--- config.mk ---
export PLATFORM = sky130hd
export DESIGN_NAME = minicomputer_alu_condition_codes_top
export DESIGN_NICKNAME = d
export VERILOG_FILES = /design/src/rtl/mcalu_pkg.sv /design/src/rtl/minicomputer_alu_condition_codes_top.sv /design/src/rtl/mcalu_front.sv /design/src/rtl/mcalu_cmd_q.sv /design/src/rtl/mcalu_back.sv
export SDC_FILE = /design/constraint.sdc
export NUM_CORES = 1
export LEC_CHECK = 0
export ABC_CLOCK_PERIOD_IN_PS = 6400
export BUFFER_PORTS_ARGS = -buffer_cell sky130_fd_sc_hd__clkbuf_2
export CAP_MARGIN = 5
export CORE_AREA = 4 4 208 129
export CTS_CLUSTER_SIZE = 24
export DETAILED_ROUTE_END_ITERATION = 7
export DIE_AREA = 0 0 212 133
export HOLD_SLACK_MARGIN = 0.12
export PLACE_DENSITY = 0.83
export SLEW_MARGIN = 30
export SYNTH_ARGS = -nofsm -noshare
export SYNTH_HDL_FRONTEND = slang
export SYNTH_HIERARCHICAL = 1
export SYNTH_SLANG_ARGS = --single-unit
--- constraint.sdc ---
create_clock -name clk -period 6.4 [get_ports clk]
set_clock_uncertainty 0.05 [all_clocks]
set_input_delay 1.6 -clock clk [delete_from_list [all_inputs] [get_ports clk]]
set_output_delay 1.6 -clock clk [all_outputs]
set_load 0.01 [all_outputs]
--- src/rtl/mcalu_pkg.sv ---
`timescale 1ns / 1ps

package mcalu_pkg;

  // operation codes
  typedef enum logic [4:0] {
    FN_CLR    = 5'd0,
    FN_INC    = 5'd1,
    FN_DEC    = 5'd2,
    FN_NEG    = 5'd3,
    FN_TST    = 5'd4,
    FN_COM    = 5'd5,
    FN_ASR    = 5'd6,
    FN_ASL    = 5'd7,
    FN_ADC    = 5'd8,
    FN_SBC    = 5'd9,
    FN_SXT    = 5'd10,
    FN_ROR    = 5'd11,
    FN_ROL    = 5'd12,
    FN_SWAB   = 5'd13,
    FN_MOV    = 5'd14,
    FN_ADD    = 5'd15,
    FN_SUB    = 5'd16,
    FN_CMP    = 5'd17,
    FN_BIT    = 5'd18,
    FN_BIS    = 5'd19,
    FN_BIC    = 5'd20,
    FN_XOR    = 5'd21,
    FN_CCSET  = 5'd22,
    FN_BRANCH = 5'd23
  } func_t;

  // branch test terms
  typedef enum logic [2:0] {
    BR_Z      = 3'd0,
    BR_N      = 3'd1,
    BR_C      = 3'd2,
    BR_V      = 3'd3,
    BR_NXV    = 3'd4,
    BR_ZONXV  = 3'd5,
    BR_CORZ   = 3'd6,
    BR_ALWAYS = 3'd7
  } br_kind_t;

  // condition code bit positions
  localparam int unsigned CC_N = 3;
  localparam int unsigned CC_Z = 2;
  localparam int unsigned CC_V = 1;
  localparam int unsigned CC_C = 0;

  localparam logic [15:0] WORD_SIGN = 16'h8000;
  localparam logic [15:0] WORD_MASK = 16'hFFFF;
  localparam logic [15:0] BYTE_SIGN = 16'h0080;
  localparam logic [15:0] BYTE_MASK = 16'h00FF;

  // decoded item passed from front to back
  typedef struct packed {
    func_t       func;
    logic        bm;
    logic        wb;
    logic        nz;
    logic [15:0] s;
    logic [15:0] d;
    logic [15:0] dst;
    logic        dreg;
    logic [3:0]  ccm;
    logic        ccv;
    br_kind_t    kind;
    logic        sense;
  } cmd_t;

  // finished result item
  typedef struct packed {
    logic [15:0] result;
    logic        write_back;
    logic        flag_n;
    logic        flag_z;
    logic        flag_v;
    logic        flag_c;
    logic        branch_taken;
  } res_t;

  // operations that honour the byte-mode bit
  function automatic logic byte_capable(input logic [4:0] f);
    logic ok;
    ok = (f <= 5'd9) || (f == 5'd11) || (f == 5'd12) || (f == 5'd14) ||
         ((f >= 5'd17) && (f <= 5'd20));
    return ok;
  endfunction

endpackage

--- src/rtl/minicomputer_alu_condition_codes_top.sv ---
`timescale 1ns / 1ps

// 16-bit ALU with N, Z, V and C condition codes. Items go in through a queue
// style port (push/full) and results come out the same way (pop/empty), one
// result per item, in order. An item is decoded on entry, held in a two-entry
// command queue and executed by the back end, which keeps the four codes and
// writes each result into a two-entry result buffer. Throughput is one item
// per clock while results are popped as they come; an accepted item is
// registered in the command queue and then executed out of it into the
// result buffer, from which it shows on the output to be popped. The codes
// clear on reset and carry from each item to the next.

module minicomputer_alu_condition_codes_top (
  input  logic        clk,
  input  logic        rst_n,
  input  logic        in_push,
  output logic        in_full,
  input  logic [4:0]  in_func,
  input  logic        in_byte_op,
  input  logic [15:0] in_src_value,
  input  logic [15:0] in_dst_value,
  input  logic        in_dst_is_register,
  input  logic [3:0]  in_cc_mask,
  input  logic        in_cc_value,
  input  logic [2:0]  in_branch_kind,
  input  logic        in_branch_sense,
  output logic        out_empty,
  input  logic        out_pop,
  output logic [15:0] out_result,
  output logic        out_write_back,
  output logic        out_flag_n,
  output logic        out_flag_z,
  output logic        out_flag_v,
  output logic        out_flag_c,
  output logic        out_branch_taken
);

  mcalu_pkg::cmd_t cmd_dec;
  mcalu_pkg::cmd_t cmd_q;
  mcalu_pkg::res_t res;
  logic            q_empty;
  logic            q_pop;

  // decode
  mcalu_front u_front (
    .in_byte_op         (in_byte_op),
    .in_func            (in_func),
    .in_src_value       (in_src_value),
    .in_dst_value       (in_dst_value),
    .in_dst_is_register (in_dst_is_register),
    .in_cc_mask         (in_cc_mask),
    .in_cc_value        (in_cc_value),
    .in_branch_kind     (in_branch_kind),
    .in_branch_sense    (in_branch_sense),
    .cmd                (cmd_dec)
  );

  // command queue between decode and execute
  mcalu_cmd_q u_cmd_q (
    .clk     (clk),
    .rst_n   (rst_n),
    .push    (in_push),
    .cmd_in  (cmd_dec),
    .full    (in_full),
    .pop     (q_pop),
    .cmd_out (cmd_q),
    .empty   (q_empty)
  );

  // execute and result buffer
  mcalu_back u_back (
    .clk       (clk),
    .rst_n     (rst_n),
    .cmd       (cmd_q),
    .cmd_empty (q_empty),
    .cmd_pop   (q_pop),
    .res_out   (res),
    .res_empty (out_empty),
    .res_pop   (out_pop)
  );

  assign out_result       = res.result;
  assign out_write_back   = res.write_back;
  assign out_flag_n       = res.flag_n;
  assign out_flag_z       = res.flag_z;
  assign out_flag_v       = res.flag_v;
  assign out_flag_c       = res.flag_c;
  assign out_branch_taken = res.branch_taken;

endmodule

--- src/rtl/mcalu_front.sv ---
`timescale 1ns / 1ps

module mcalu_front (
  input  logic                  in_byte_op,
  input  logic [4:0]            in_func,
  input  logic [15:0]           in_src_value,
  input  logic [15:0]           in_dst_value,
  input  logic                  in_dst_is_register,
  input  logic [3:0]            in_cc_mask,
  input  logic                  in_cc_value,
  input  logic [2:0]            in_branch_kind,
  input  logic                  in_branch_sense,
  output mcalu_pkg::cmd_t       cmd
);

  logic        bm;
  logic [15:0] msk;
  logic        wb;
  logic        nz;

  // byte mode only where the operation has a byte form
  assign bm  = in_byte_op & mcalu_pkg::byte_capable(in_func);
  assign msk = bm ? mcalu_pkg::BYTE_MASK : mcalu_pkg::WORD_MASK;

  // classify: write-back and whether N and Z follow the result
  always_comb begin
    wb = 1'b1;
    nz = 1'b1;
    case (mcalu_pkg::func_t'(in_func))
      mcalu_pkg::FN_TST, mcalu_pkg::FN_CMP, mcalu_pkg::FN_BIT: begin
        wb = 1'b0;
      end
      mcalu_pkg::FN_SXT, mcalu_pkg::FN_SWAB: begin
        nz = 1'b0;
      end
      mcalu_pkg::FN_CLR, mcalu_pkg::FN_INC, mcalu_pkg::FN_DEC, mcalu_pkg::FN_NEG,
      mcalu_pkg::FN_COM, mcalu_pkg::FN_ASR, mcalu_pkg::FN_ASL, mcalu_pkg::FN_ADC,
      mcalu_pkg::FN_SBC, mcalu_pkg::FN_ROR, mcalu_pkg::FN_ROL, mcalu_pkg::FN_MOV,
      mcalu_pkg::FN_ADD, mcalu_pkg::FN_SUB, mcalu_pkg::FN_BIS, mcalu_pkg::FN_BIC,
      mcalu_pkg::FN_XOR: begin
        wb = 1'b1;
      end
      default: begin
        // ccset, branch and unused codes
        wb = 1'b0;
        nz = 1'b0;
      end
    endcase
  end

  // pack the decoded item
  always_comb begin
    cmd.func  = mcalu_pkg::func_t'(in_func);
    cmd.bm    = bm;
    cmd.wb    = wb;
    cmd.nz    = nz;
    cmd.s     = in_src_value & msk;
    cmd.d     = in_dst_value & msk;
    cmd.dst   = in_dst_value;
    cmd.dreg  = in_dst_is_register;
    cmd.ccm   = in_cc_mask;
    cmd.ccv   = in_cc_value;
    cmd.kind  = mcalu_pkg::br_kind_t'(in_branch_kind);
    cmd.sense = in_branch_sense;
  end

endmodule

--- src/rtl/mcalu_cmd_q.sv ---
`timescale 1ns / 1ps

module mcalu_cmd_q (
  input  logic            clk,
  input  logic            rst_n,
  input  logic            push,
  input  mcalu_pkg::cmd_t cmd_in,
  output logic            full,
  input  logic            pop,
  output mcalu_pkg::cmd_t cmd_out,
  output logic            empty
);

  mcalu_pkg::cmd_t mem_r [2];
  logic       wr_ptr_r, wr_ptr_nxt;
  logic       rd_ptr_r, rd_ptr_nxt;
  logic [1:0] cnt_r, cnt_nxt;
  logic       do_push;
  logic       do_pop;

  assign full    = (cnt_r == 2'd2);
  assign empty   = (cnt_r == 2'd0);
  assign do_push = push & ~full;
  assign do_pop  = pop & ~empty;
  assign cmd_out = mem_r[rd_ptr_r];

  // pointer and fill count
  always_comb begin
    wr_ptr_nxt = wr_ptr_r ^ do_push;
    rd_ptr_nxt = rd_ptr_r ^ do_pop;
    cnt_nxt    = cnt_r + {1'b0, do_push} - {1'b0, do_pop};
  end

  always_ff @(posedge clk) begin
    if (!rst_n) begin
      wr_ptr_r <= 1'b0;
      rd_ptr_r <= 1'b0;
      cnt_r    <= 2'd0;
    end else begin
      wr_ptr_r <= wr_ptr_nxt;
      rd_ptr_r <= rd_ptr_nxt;
      cnt_r    <= cnt_nxt;
    end
  end

  // item storage
  always_ff @(posedge clk) begin
    if (do_push) begin
      mem_r[wr_ptr_r] <= cmd_in;
    end
  end

endmodule

--- src/rtl/mcalu_back.sv ---
`timescale 1ns / 1ps

module mcalu_back (
  input  logic            clk,
  input  logic            rst_n,
  input  mcalu_pkg::cmd_t cmd,
  input  logic            cmd_empty,
  output logic            cmd_pop,
  output mcalu_pkg::res_t res_out,
  output logic            res_empty,
  input  logic            res_pop
);

  logic [3:0]      cc_r, cc_nxt;
  mcalu_pkg::res_t rbuf_r [2];
  logic            rwr_ptr_r, rwr_ptr_nxt;
  logic            rrd_ptr_r, rrd_ptr_nxt;
  logic [1:0]      rcnt_r, rcnt_nxt;
  logic            exec;
  logic            do_rpop;

  logic [15:0] msk, sbv, d, s, r, res;
  logic [16:0] sum;
  logic        n, z, v, c, t, taken;

  // execute when an item waits and the result buffer has room
  assign exec      = ~cmd_empty & (rcnt_r != 2'd2);
  assign cmd_pop   = exec;
  assign res_empty = (rcnt_r == 2'd0);
  assign do_rpop   = res_pop & ~res_empty;
  assign res_out   = rbuf_r[rrd_ptr_r];

  assign msk = cmd.bm ? mcalu_pkg::BYTE_MASK : mcalu_pkg::WORD_MASK;
  assign sbv = cmd.bm ? mcalu_pkg::BYTE_SIGN : mcalu_pkg::WORD_SIGN;
  assign d   = cmd.d;
  assign s   = cmd.s;
  assign sum = {1'b0, s} + {1'b0, d};

  // operation and new codes
  always_comb begin
    n     = cc_r[mcalu_pkg::CC_N];
    z     = cc_r[mcalu_pkg::CC_Z];
    v     = cc_r[mcalu_pkg::CC_V];
    c     = cc_r[mcalu_pkg::CC_C];
    r     = 16'h0000;
    t     = 1'b0;
    taken = 1'b0;
    case (cmd.func)
      mcalu_pkg::FN_CLR: begin
        v = 1'b0;
        c = 1'b0;
      end
      mcalu_pkg::FN_INC: begin
        r = (d + 16'd1) & msk;
        v = (r == sbv);
      end
      mcalu_pkg::FN_DEC: begin
        r = (d - 16'd1) & msk;
        v = (r == (sbv - 16'd1));
      end
      mcalu_pkg::FN_NEG: begin
        r = (16'd0 - d) & msk;
        v = (r == sbv);
        c = (r != 16'd0);
      end
      mcalu_pkg::FN_TST: begin
        r = d;
        v = 1'b0;
        c = 1'b0;
      end
      mcalu_pkg::FN_COM: begin
        r = ~d & msk;
        v = 1'b0;
        c = 1'b1;
      end
      mcalu_pkg::FN_ASR: begin
        r = (d >> 1) | (d & sbv);
        c = d[0];
        v = (|(r & sbv)) ^ c;
      end
      mcalu_pkg::FN_ASL: begin
        r = (d << 1) & msk;
        c = |(d & sbv);
        v = (|(r & sbv)) ^ c;
      end
      mcalu_pkg::FN_ADC: begin
        r = (d + {15'd0, c}) & msk;
        v = c & (d == (sbv - 16'd1));
        c = c & (d == msk);
      end
      mcalu_pkg::FN_SBC: begin
        r = (d - {15'd0, c}) & msk;
        v = c & (d == sbv);
        c = c & (d == 16'd0);
      end
      mcalu_pkg::FN_SXT: begin
        r = n ? 16'hFFFF : 16'h0000;
        z = ~n;
        v = 1'b0;
      end
      mcalu_pkg::FN_ROR: begin
        r = (d >> 1) | (c ? sbv : 16'h0000);
        c = d[0];
        v = (|(r & sbv)) ^ c;
      end
      mcalu_pkg::FN_ROL: begin
        r = ((d << 1) & msk) | {15'd0, c};
        c = |(d & sbv);
        v = (|(r & sbv)) ^ c;
      end
      mcalu_pkg::FN_SWAB: begin
        r = {d[7:0], d[15:8]};
        n = r[7];
        z = (r[7:0] == 8'h00);
        v = 1'b0;
        c = 1'b0;
      end
      mcalu_pkg::FN_MOV: begin
        r = s;
        v = 1'b0;
      end
      mcalu_pkg::FN_ADD: begin
        r = sum[15:0] & msk;
        c = ({1'b0, msk} < sum);
        v = |(~(s ^ d) & (s ^ r) & sbv);
      end
      mcalu_pkg::FN_SUB: begin
        r = (d - s) & msk;
        c = (d < s);
        v = |((d ^ s) & (d ^ r) & sbv);
      end
      mcalu_pkg::FN_CMP: begin
        r = (s - d) & msk;
        c = (s < d);
        v = |((s ^ d) & (s ^ r) & sbv);
      end
      mcalu_pkg::FN_BIT: begin
        r = s & d;
        v = 1'b0;
      end
      mcalu_pkg::FN_BIS: begin
        r = d | s;
        v = 1'b0;
      end
      mcalu_pkg::FN_BIC: begin
        r = d & ~s & msk;
        v = 1'b0;
      end
      mcalu_pkg::FN_XOR: begin
        r = (s ^ d) & msk;
        v = 1'b0;
      end
      mcalu_pkg::FN_CCSET: begin
        if (cmd.ccm[mcalu_pkg::CC_N]) n = cmd.ccv;
        if (cmd.ccm[mcalu_pkg::CC_Z]) z = cmd.ccv;
        if (cmd.ccm[mcalu_pkg::CC_V]) v = cmd.ccv;
        if (cmd.ccm[mcalu_pkg::CC_C]) c = cmd.ccv;
      end
      mcalu_pkg::FN_BRANCH: begin
        case (cmd.kind)
          mcalu_pkg::BR_Z:     t = z;
          mcalu_pkg::BR_N:     t = n;
          mcalu_pkg::BR_C:     t = c;
          mcalu_pkg::BR_V:     t = v;
          mcalu_pkg::BR_NXV:   t = n ^ v;
          mcalu_pkg::BR_ZONXV: t = z | (n ^ v);
          mcalu_pkg::BR_CORZ:  t = c | z;
          default:             t = 1'b1;
        endcase
        taken = (t == cmd.sense);
      end
      default: begin
        r = 16'h0000;
      end
    endcase
    // N and Z from the result
    if (cmd.nz) begin
      n = |(r & sbv);
      z = ((r & msk) == 16'h0000);
    end
  end

  // write-back value, byte forms merge or sign-extend
  always_comb begin
    res = 16'h0000;
    if (cmd.wb) begin
      if (cmd.bm) begin
        if ((cmd.func == mcalu_pkg::FN_MOV) && cmd.dreg) begin
          res = {{8{r[7]}}, r[7:0]};
        end else begin
          res = {cmd.dst[15:8], r[7:0]};
        end
      end else begin
        res = r;
      end
    end
  end

  // result buffer control
  always_comb begin
    cc_nxt      = exec ? {n, z, v, c} : cc_r;
    rwr_ptr_nxt = rwr_ptr_r ^ exec;
    rrd_ptr_nxt = rrd_ptr_r ^ do_rpop;
    rcnt_nxt    = rcnt_r + {1'b0, exec} - {1'b0, do_rpop};
  end

  always_ff @(posedge clk) begin
    if (!rst_n) begin
      cc_r      <= 4'h0;
      rwr_ptr_r <= 1'b0;
      rrd_ptr_r <= 1'b0;
      rcnt_r    <= 2'd0;
    end else begin
      cc_r      <= cc_nxt;
      rwr_ptr_r <= rwr_ptr_nxt;
      rrd_ptr_r <= rrd_ptr_nxt;
      rcnt_r    <= rcnt_nxt;
    end
  end

  // result storage
  always_ff @(posedge clk) begin
    if (exec) begin
      rbuf_r[rwr_ptr_r] <= '{result:       res,
                             write_back:   cmd.wb,
                             flag_n:       n,
                             flag_z:       z,
                             flag_v:       v,
                             flag_c:       c,
                             branch_taken: taken};
    end
  end

endmodule

==> qor.txt, run 1 <==
Status: complete, no violations
CTS resizes: 0
Leakage power figure: 6.15 nW
Total count of hold-check failures in the final report: 0
Required time of the critical path: 6650 ps
Type of destination of the critical path: flip-flop
Clock transition time at the flip-flop clock pins of the worst setup and hold paths: 80 ps
Tightest slew margin relative to the limit: 29.9%
Worst slew pin tran: 1050 ps
Detailed-route via count: 13400
Total power density per cell area: 551 mW/mm²
Final layout net count: 1693
Logic depth of the worst register-to-register path: 16
Number of clock sinks: 174
Yosys warning count: 6
Number of antenna violations at the first check in global routing: 2
CTS Root Buffer Type: sky130_fd_sc_hd__clkbuf_16
Unrepaired setup endpoints after global routing: false
Total setup violations reported at the end of the flow: 0
Clock tree from TritonCTS: built
Weighted congestion reported at the end of routability-driven placement: 1.08
Routed wirelength normalized by instance count: 30.8 µm
Initial standard-cell utilization of the core: 60.5%
Global-route wire length before repair: 83500 µm
Setup CP Type: flip-flop to flip-flop
Avg Synthesized Cell Area: 9.92 µm²
Drt first-iter violations: 2568
Vias in the first global route: 12700
Combinational power share: 68.0%
Aggregate negative setup slack: 0 ps
Site row count: 45
Relative contribution of sequential cells to total power: 19.8%
CP Launch Type: flip-flop
Met3 usage in global routing: 19.5%
Maximum number of pins on one net before global-route repair: 59
Largest fanout of any net on the critical path: 23
Wirelength, routed: 57500 µm
Post-synthesis cell count: 1522
Net count of the mapped netlist: 1695
Area Growth Syn to Fin: 6.18%
Fin cells: 1864
Final routed DRC violation total: 0
Maximum vdd drop: 255 µV
GR met1 Demand/Resource: 58.8%
Number of cells after detailed placement: 1829
Int Power: 4.22 mW
Cells on Worst Hold Path: 2
Switching power as a share of total power: 52.2%
Vertical die dimension: 133 µm
Width of the chip: 212 µm
Clock latency reported for the late side of the worst-skew pair: 460 ps
Largest buffer count on any clock path: 2
Final Cycle Share: 93.8%
Fraction of final layout cells with drive strength greater than 1: 18.7%
Share of power burned in the clock network: 12.3%
Worst path arrival time: 6250 ps
Net switching power: 4.61 mW
Area of the die: 0.0282 mm²
Most Crowded Layer GR: met1
Gr ovfl total: 0
Global-route usage over all layers: 40.0%
Average vias per placed instance: 7.21
Fill count: 1971
Number of buffers added by the clock tree synthesis step: 17
Combined area of all synthesized cells: 0.0151 mm²
Post-CTS repair timing setup buffer count: 0
Antenna-violating nets left: 0
Max capacitance violation total: 0
Clock period minus final worst setup slack: 6000 ps
Met2 capacity usage during global routing: 51.7%
Number of input and output port buffers inserted: 75
Hold buffer count at cts: 0
Half-perimeter wire length after detailed placement: 43400 µm
Final Max Slew Viols: 0
Router iterations before antenna repair: 8
Path type of the worst min-delay path: flip-flop to flip-flop
Top achievable clock speed: 0.167 GHz
H-tree depth: 4
Number of primary I/O pins: 76
Placeable core region: 0.0249 mm²
## flip-flops by register name, summed over array words and instances (netlist names), named ones only
signal	count
u_cmd_q/rd_ptr_r	1
u_cmd_q/cnt_r	2
u_back/rwr_ptr_r	1
u_back/rcnt_r	2
u_back/rrd_ptr_r	1
u_back/cc_r	4
u_back/rbuf_r	44
u_cmd_q/wr_ptr_r	1
u_cmd_q/mem_r	116
## layout by cell type (no fill, tap or decap), types with 15 or more instances in the layout
master / instances
sky130_fd_sc_hd__a22oi_1: 21
sky130_fd_sc_hd__edfxtp_1: 160
sky130_fd_sc_hd__nand3_1: 38
sky130_fd_sc_hd__mux2i_1: 17
sky130_fd_sc_hd__inv_1: 73
sky130_fd_sc_hd__o21ai_0: 49
sky130_fd_sc_hd__nand2_1: 73
sky130_fd_sc_hd__ha_1: 113
sky130_fd_sc_hd__buf_4: 37
sky130_fd_sc_hd__xnor2_1: 64
sky130_fd_sc_hd__nor2b_1: 29
sky130_fd_sc_hd__a221oi_1: 17
sky130_fd_sc_hd__a211oi_1: 27
sky130_fd_sc_hd__o211ai_1: 15
sky130_fd_sc_hd__a31oi_1: 18
sky130_fd_sc_hd__clkbuf_2: 75
sky130_fd_sc_hd__mux2_4: 40
sky130_fd_sc_hd__nand2b_1: 19
sky130_fd_sc_hd__nor3_1: 42
sky130_fd_sc_hd__nor2_1: 77
sky130_fd_sc_hd__a21oi_1: 93
sky130_fd_sc_hd__mux2_2: 41
sky130_fd_sc_hd__and3_1: 18
sky130_fd_sc_hd__clkbuf_16: 17
sky130_fd_sc_hd__and2_1: 18
## final cells by class
class	count	area, µm²	area share [%]
clock buffers	17	425	2.65
inverters	78	293	1.83
diodes	2	5.00	0.0312
clock inverters	15	214	1.33
flip-flops and latches	174	5090	31.7
multi-input cells	1136	8930	55.7
well taps	329	412	2.57
repair buffers	113	664	4.14
## through the flow
step	hold WS (ps)	utilization, %	setup WS (ps)	instance area [µm²]	total power, mW
3_3_place_gp	410	61.6	518	15400	7.37
2_1_floorplan	402	-	1110	15100	5.67
5_1_grt	519	64.3	74.7	16000	9.19
4_1_cts	479	64.2	489	16000	8.54
6_report	497	64.3	399	16000	8.83
3_5_place_dp	468	61.6	541	15400	7.42
## worst max-delay path, cell delays in order (launching register included)
cell and delay [ps]:
sky130_fd_sc_hd__dfxtp_4 540, sky130_fd_sc_hd__buf_4 330, sky130_fd_sc_hd__mux2_4 380, sky130_fd_sc_hd__nor2b_1 660
sky130_fd_sc_hd__nand2_1 430, sky130_fd_sc_hd__nand2_1 370, sky130_fd_sc_hd__buf_4 290, sky130_fd_sc_hd__ha_1 300
sky130_fd_sc_hd__o2bb2ai_1 410, sky130_fd_sc_hd__o21ai_0 250, sky130_fd_sc_hd__xor2_1 210, sky130_fd_sc_hd__a211o_1 340
sky130_fd_sc_hd__a211oi_1 490, sky130_fd_sc_hd__and4_1 290, sky130_fd_sc_hd__and3_1 220, sky130_fd_sc_hd__nand4_1 110
sky130_fd_sc_hd__nand3_1 150
## layer usage
layer  vias up  routed length, µm  part of all wire, %
met5         -                 13                0.023
met1      6397              23500                   41
met2      1144              21800                   38
met4         2               1820                  3.2
met3       175              10300                   18
li1       5723                  -                    -
## final timing paths
kind                               to  slack, ps        startpoint
hold reg to reg      u_cmd_q/rd_ptr_r        500  u_cmd_q/rd_ptr_r
hold / removal       u_cmd_q/rd_ptr_r        500  u_cmd_q/rd_ptr_r
setup / recovery  u_back/rbuf_r[0][3]        400         flip-flop
setup reg to reg  u_back/rbuf_r[0][3]        400         flip-flop
## power by group through the flow
stage / registers (mW) / clock network, mW / logic (mW)
after floorplan: 1.68 / 0 / 3.99
after global placement: 1.74 / 0 / 5.63
after detailed placement: 1.76 / 0 / 5.66
after CTS: 1.74 / 1.09 / 5.71
after global routing: 1.76 / 1.16 / 6.28
final: 1.74 / 1.08 / 6.00
Power figures use the tool's default switching activity.
==> run 2, diff against run 1 <==
Settings changed: CELL_PAD_IN_SITES_DETAIL_PLACEMENT from default to 1, CELL_PAD_IN_SITES_GLOBAL_PLACEMENT from default to 2, CORE_AREA 4 4 208 129 to 4 4 255 157, DIE_AREA 0 0 212 133 to 0 0 259 161, GPL_TIMING_DRIVEN from default to 0.
==> run 2 against run 1 <==
  * Sequential power shrank 3%
  * Combinational power is 9.8% higher
  * Worst hold slack lost 27 ps
  * Fmax fell by 4.0%
  * Setup slack got worse by 250 ps
  * Critical path depth up 2
  * Critical endpoint is now u_back/rbuf_r[1][1]
  * Highest routed layer unchanged
==> qor.txt, run 2 (synthesis results as in run 1) <==
Wirelength, routed: 65600 µm (+14%)
Antenna-violating nets left: 0 (unchanged)
Number of buffers added by the clock tree synthesis step: 17 (unchanged)
Routed wirelength normalized by instance count: 30.8 µm (-0.22%)
Status: complete, no violations
Largest registers: u_cmd_q/mem_r (116), u_back/rbuf_r (44), u_back/cc_r (4)
Post-DP Area: 0.0161 mm² (+4.7%)
Clock latency reported for the late side of the worst-skew pair: 460 ps (about the same)
Final non-filler cell area: 0.0169 mm² (+5.6%)
Fraction of final layout cells with drive strength greater than 1: 21.8% (+3.0 points)
Vias in the first global route: 13600 (+7.4%)
Number of flip-flops under the largest register name: 116 (unchanged)
Total setup violations reported at the end of the flow: 0 (unchanged)
Gr ovfl total: 0 (unchanged)
Average vias per placed instance: 6.50 (-9.9%)
Clock tree from TritonCTS: built
Largest fanout of any net on the critical path: 10 (-57%)
Logic depth of the worst register-to-register path: 18 (+2)
Worst reg2reg setup slack: 150 ps (-250 ps)
Number of input and output port buffers inserted: 49 (-35%)
Path type of the worst min-delay path: flip-flop to flip-flop
Combined area of the multi-input logic cells: 0.00906 mm² (+1.5%)
Maximum vdd drop: 200 µV (-22%)
Fin cells: 2133 (+14%)
H-tree depth: 4 (unchanged)
HP Start: u_cmd_q/rd_ptr_r
Drt first-iter violations: 1926 (-25%)
Setup CP Type: flip-flop to flip-flop
Clock period minus final worst setup slack: 6250 ps (+252 ps)
Area taken by flip-flops and latches: 0.00508 mm² (about the same)
Number of primary I/O pins: 76 (unchanged)
Worst slew pin tran: 1090 ps (+39.4 ps)
Fill count: 4212 (+110%)
Initial standard-cell utilization of the core: 40.3% (-20 points)
Weighted congestion reported at the end of routability-driven placement: 1.01 (-6.6%)
Site row count: 55 (+22%)
Half-perimeter wire length after detailed placement: 51100 µm (+18%)
Global-route usage over all layers: 30.7% (-9.3 points)
Area of the die: 0.0417 mm² (+48%)
Maximum number of pins on one net before global-route repair: 39 (-34%)
Width of the chip: 259 µm (+22%)
CP Launch Type: flip-flop
Largest buffer count on any clock path: 2 (unchanged)
Router iterations before antenna repair: 6 (-2)
Max capacitance violation total: 0 (unchanged)
Setup WS pre-CTS: -1070 ps (-1610 ps)
Cells on Worst Hold Path: 2 (unchanged)
Most common library cell in the layout ignoring fill and taps: sky130_fd_sc_hd__edfxtp_1
Worst path arrival time: 6390 ps (+140 ps)
Area Growth Syn to Fin: 12.1%
Number of clock sinks: 174 (unchanged)
Clock transition time at the flip-flop clock pins of the worst setup and hold paths: 70 ps (about the same)
Leakage power figure: 6.45 nW (+4.9%)
Destination of the worst register-to-register timing path: u_back/rbuf_r[1][1]
Hold buffer count at cts: 0 (unchanged)
Top achievable clock speed: 0.160 GHz (-4.0%)
Unrepaired setup endpoints after global routing: true
Global-route wire length before repair: 94200 µm (+13%)
Total power density per cell area: 550 mW/mm² (about the same)
Tightest slew margin relative to the limit: 26.4% (-3.5 points)
Setup slack after layout: 148 ps (-252 ps)
Final Max Slew Viols: 0 (unchanged)
Total count of hold-check failures in the final report: 0 (unchanged)
Required time of the critical path: 6540 ps (-110 ps)
Most flops, register: u_cmd_q/mem_r
Commonest cells after routing, fill and taps aside: sky130_fd_sc_hd__edfxtp_1, sky130_fd_sc_hd__ha_1, sky130_fd_sc_hd__a21oi_1
Number of cells after detailed placement: 2087 (+14%)
Type of destination of the critical path: flip-flop
Number of antenna violations at the first check in global routing: 5 (+3)
Final Cycle Share: 97.7% (+3.9 points)
Placeable core region: 0.0375 mm² (+50%)
Vertical die dimension: 161 µm (+21%)
Detailed-route via count: 13900 (+3.1%)
Final layout net count: 1779 (+5.1%)
CTS Root Buffer Type: sky130_fd_sc_hd__clkbuf_16
Final routed DRC violation total: 0 (unchanged)
## run 2: timing repair
| item | CTS | global route |
|---|---|---|
| pin swaps | 2 | 3 |
| buffers inserted | 3 | 12 |
| endpoints found under the setup margin | 18 | 14 |
| hold endpoints to repair | 0 | 0 |
| resized for setup | 17 | 12 |
## run 2: worst max-delay path by stage
stage               startpoint                  end  slack, ps
floorplan            flip-flop       u_back/cc_r[3]       1110
global placement     flip-flop  u_back/rbuf_r[0][2]       -950
detailed placement   flip-flop  u_back/rbuf_r[1][2]      -1070
CTS                  flip-flop       u_back/cc_r[3]          7
global route         flip-flop       u_back/cc_r[3]        -50
finish               flip-flop  u_back/rbuf_r[1][1]        150
## run 2: routing by layer
metal | up-vias | wire [µm] | global-route usage [%] | part of all wire (%)
li1 | 5910 | - | - | -
met1 | 7022 | 29600 | 45.4 | 45
met2 | 791 | 25100 | 40.9 | 38
met3 | 126 | 9090 | 13.1 | 14
met4 | 6 | 1740 | 7.45 | 2.7
met5 | - | 41 | 0 | 0.062
## run 2: area by class of cell
cell class	instances	area share, %
multi-input combinational	1136	53.5
sequential	174	30.0
buffer	132	4.93
tap	513	3.79
clock buffer	17	2.51
timing repair buffer	67	2.51
inverter	78	1.77
clock inverter	14	0.865
antenna	2	0.0296
## run 2: report_power, final
group	switching [mW]	total (mW)	internal [mW]
Sequential	0.0923	1.69	1.60
Combinational	4.33	6.59	2.26
Clock	0.520	1.04	0.518
Total	4.94	9.32	4.38
## run 2: through the flow
step	setup TNS, ps	util, %	power [mW]	hold slack, ps
CTS	0	44.7	8.98	464
global route	-96.4	45.1	9.73	497
global placement	-11160	42.6	7.65	409
finish	0	45.1	9.32	470
detailed placement	-11960	42.9	7.83	447
floorplan	0	-	5.67	402
## run 2: worst max-delay path: stages, from the launching register on
cell                       delay [ps]
sky130_fd_sc_hd__dfxtp_1          370
sky130_fd_sc_hd__buf_6            190
sky130_fd_sc_hd__buf_12           200
sky130_fd_sc_hd__mux2_4           360
sky130_fd_sc_hd__buf_2            240
sky130_fd_sc_hd__inv_1            330
sky130_fd_sc_hd__ha_1             250
sky130_fd_sc_hd__inv_1             60
sky130_fd_sc_hd__fa_1             500
sky130_fd_sc_hd__nor3b_1          200
sky130_fd_sc_hd__nor3_1           680
sky130_fd_sc_hd__o221ai_1         440
sky130_fd_sc_hd__a21oi_1          410
sky130_fd_sc_hd__nor2_1           100
sky130_fd_sc_hd__a21oi_1          500
sky130_fd_sc_hd__a211oi_2         200
sky130_fd_sc_hd__o21ai_1          270
sky130_fd_sc_hd__a41oi_4          110
sky130_fd_sc_hd__a21oi_1          500
==> run 3, diff against run 2 <==
Settings changed: CORE_AREA 4 4 255 157 to 4 4 257 159, DIE_AREA 0 0 259 161 to 0 0 261 163, PLACE_DENSITY 0.83 to 0.81, SYNTH_HIERARCHICAL 1 to default.
==> run 3 against run 2 <==
  * The flow now finishes with violations (DRC, setup timing)
  * Utilization grew 2.0 points
  * Routed wire length grew 20%
  * Global-route usage grew 5.4 points
  * Non-clock buffer count grew 14
  * Critical path type unchanged
  * Critical endpoint is now u_back.cc_r[2]
==> qor.txt, run 3 <==
Status: finished with violations
Violated checks: DRC, setup timing
Setup WS pre-CTS: -3220 ps (-2150 ps)
Most common library cell in the layout ignoring fill and taps: sky130_fd_sc_hd__edfxtp_1
Largest stage delay on the critical path: 410 ps (-270 ps)
Number of enable flip-flop cells after synthesis: 160
Leading post-synthesis cells by cell area: sky130_fd_sc_hd__edfxtp_1, sky130_fd_sc_hd__ha_1, sky130_fd_sc_hd__xnor2_1
Initial standard-cell utilization of the core: 39.6% (-0.68 points)
Slowest stage cell on the critical path: sky130_fd_sc_hd__a2111o_1
Total power density per cell area: 523 mW/mm² (-5.0%)
Half-perimeter wire length after detailed placement: 60600 µm (+19%)
Worst path arrival time: 6940 ps (+550 ps)
Final layout net count: 1947 (+9.4%)
Worst slew pin tran: 1130 ps (+37.7 ps)
Vias in the first global route: 15300 (+12%)
Weighted congestion reported at the end of routability-driven placement: 1.06 (+4.8%)
Max capacitance violation total: 0 (unchanged)
Most frequently used flop master after synthesis: sky130_fd_sc_hd__edfxtp_1
Number of flip-flops under the largest register name: 116 (unchanged)
Post-DP Area: 0.0166 mm² (+2.9%)
Leading post-synthesis cells by instance count: sky130_fd_sc_hd__edfxtp_1, sky130_fd_sc_hd__nor2_1, sky130_fd_sc_hd__ha_1
Area of the die: 0.0425 mm² (+2.0%)
Number of buffers added by the clock tree synthesis step: 17 (unchanged)
Met1 Wirelength: 35100 µm (+19%)
Met2 routed WL: 30100 µm (+20%)
Largest fanout of any net on the critical path: 10 (unchanged)
Top achievable clock speed: 0.152 GHz (-5.1%)
Average vias per placed instance: 6.79 (+4.6%)
Final Max Slew Viols: 0 (unchanged)
Final hold slack: 516 ps (+46.4 ps)
Antenna-violating nets left: 0 (unchanged)
Router iterations before antenna repair: 8 (+2)
Setup slack after layout: -186 ps (-334 ps)
Area Growth Syn to Fin: 18.9%
Total count of hold-check failures in the final report: 0 (unchanged)
Net count of the mapped netlist: 1803 (+6.4%)
Avg Synthesized Cell Area: 9.33 µm² (-6.0%)
CP Launch Type: flip-flop
Yosys reg bits: 174
Wirelength, routed: 78400 µm (+20%)
Maximum vdd drop: 258 µV (+29%)
Total setup violations reported at the end of the flow: 5 (+5)
Clock transition time at the flip-flop clock pins of the worst setup and hold paths: 80 ps (about the same)
Site row count: 56 (+1.8%)
Number of primary I/O pins: 76 (unchanged)
Highest routing layer actually used: met5
Placeable core region: 0.0385 mm² (+2.6%)
Setup CP Type: flip-flop to flip-flop
Global-route wire length before repair: 110000 µm (+17%)
Routed wirelength normalized by instance count: 33.9 µm (+10%)
Fraction of final layout cells with drive strength greater than 1: 19.6% (-2.1 points)
Core utilization of the finished layout: 47.1% (+2.0 points)
H-tree depth: 4 (unchanged)
Detailed-route via count: 15700 (+13%)
Number of antenna violations at the first check in global routing: 4 (-1)
Path type of the worst min-delay path: flip-flop to flip-flop
Library cell with the highest instance count after synthesis: sky130_fd_sc_hd__edfxtp_1
Largest registers: u_cmd_q.mem_r (116), u_back.rbuf_r (44), u_back.cc_r (4)
Final non-filler cell area: 0.0181 mm² (+7.0%)
Most flops, register: u_cmd_q.mem_r
Largest buffer count on any clock path: 2 (unchanged)
Proportion of synthesized chip area in sequential cells: 33.4%
Share of Yosys cell area claimed by the top area cell type: 31.6%
Leakage power figure: 6.65 nW (+3.1%)
Post-synthesis cell count: 1633 (+7.3%)
Crit-path most repeated cell: sky130_fd_sc_hd__buf_12
Width of the chip: 261 µm (+0.77%)
Required time of the critical path: 6750 ps (+210 ps)
Maximum number of pins on one net before global-route repair: 41 (+5.1%)
Yosys warning count: 0 (-6)
Commonest cells after routing, fill and taps aside: sky130_fd_sc_hd__edfxtp_1, sky130_fd_sc_hd__nor2_1, sky130_fd_sc_hd__ha_1
Clock latency reported for the late side of the worst-skew pair: 470 ps (about the same)
Aggregate negative setup slack: -708 ps (-708 ps)
Count of distinct cell types in the synthesized netlist: 101
Final routed DRC violation total: 3 (+3)
Tightest slew margin relative to the limit: 24.2% (-2.3 points)
Fraction of registers with async set or reset after synthesis: 0%
Vertical die dimension: 163 µm (+1.2%)
Met3 wirelength from detailed routing: 11100 µm (+22%)
Number of input and output port buffers inserted: 75 (+53%)
Global-route usage over all layers: 36.1% (+5.4 points)
Unrepaired setup endpoints after global routing: true
Number of clock sinks: 174 (unchanged)
Cell taking the most area after synthesis: sky130_fd_sc_hd__edfxtp_1
CTS Root Buffer Type: sky130_fd_sc_hd__clkbuf_16
Worst reg2reg setup slack: -190 ps (-330 ps)
Clock period minus final worst setup slack: 6590 ps (+334 ps)
Final Cycle Share: 103% (+5.2 points)
Combined area of all synthesized cells: 0.0152 mm² (+0.84%)
Type of destination of the critical path: flip-flop
Drt first-iter violations: 2479 (+29%)
Clock tree from TritonCTS: built
Gr ovfl total: 0 (unchanged)
[run 3: cell type report]
class	instances	area [µm²]
Fill cell	4382	20400
Multi-Input combinational cell	1293	10000
Sequential cell	174	5090
Timing Repair Buffer	132	878
Tap cell	522	653
Buffer	81	547
Clock buffer	17	425
Inverter	78	298
Clock inverter	15	185
Antenna cell	1	2.50
[run 3: metrics by stage]
stage / power [mW] / std cells
floorplan: 5.29 / 1633
global placement: 7.33 / 2230
detailed placement: 7.50 / 2243
CTS: 9.06 / 2302
global route: 9.86 / 2313
finish: 9.47 / 2313
[run 3: kinds of logic after synthesis]
kind of cell | share of synthesized area (%)
AO/OA/AOI/OAI | 23.1
XOR/XNOR | 4.77
buffers and inverters | 4.67
multiplexers | 6.26
flip-flops | 33.4
adder cells (fa/ha/maj) | 9.89
AND/OR/NAND/NOR | 17.9
[run 3: timing repair]
item                       CTS  global route
resized for setup           99            17
hold buffers                 0             0
pin swaps                   32            20
setup endpoints to repair   38            22
setup buffers               33            12
[run 3: worst paths after layout]
kind	startpoint	endpoint	cells after the start
min reg2reg	u_back.rrd_ptr_r	flip-flop	2
max	flip-flop	u_back.cc_r[2]	29
min	u_back.rrd_ptr_r	flip-flop	2
max reg2reg	flip-flop	u_back.cc_r[2]	29
[run 3: per-layer routing]
layer / global-route usage, % / up-vias
met3: 14.5 / 124
met2: 47.6 / 1017
met4: 9.16 / 2
li1: - / 6580
met5: 0 / -
met1: 54.2 / 7991
[run 3: power breakdown]
group	leakage (nW)	switching [mW]	total, mW	internal [mW]
logic	4.73	4.29	6.62	2.33
registers	1.62	0.150	1.74	1.59
clock network	0.293	0.580	1.11	0.535
total	6.65	5.02	9.47	4.45
[run 3: critical path: cells and delay by family, from the launching register on]
kind	cells	cell delay (ps)
AOI/OAI and AO/OA	11	2910
muxes	2	530
DFF	1	370
xor gates and xnor gates	1	190
and+or+nand+nor	2	560
buffers and inverters	11	1410
adders and majority gates	2	470
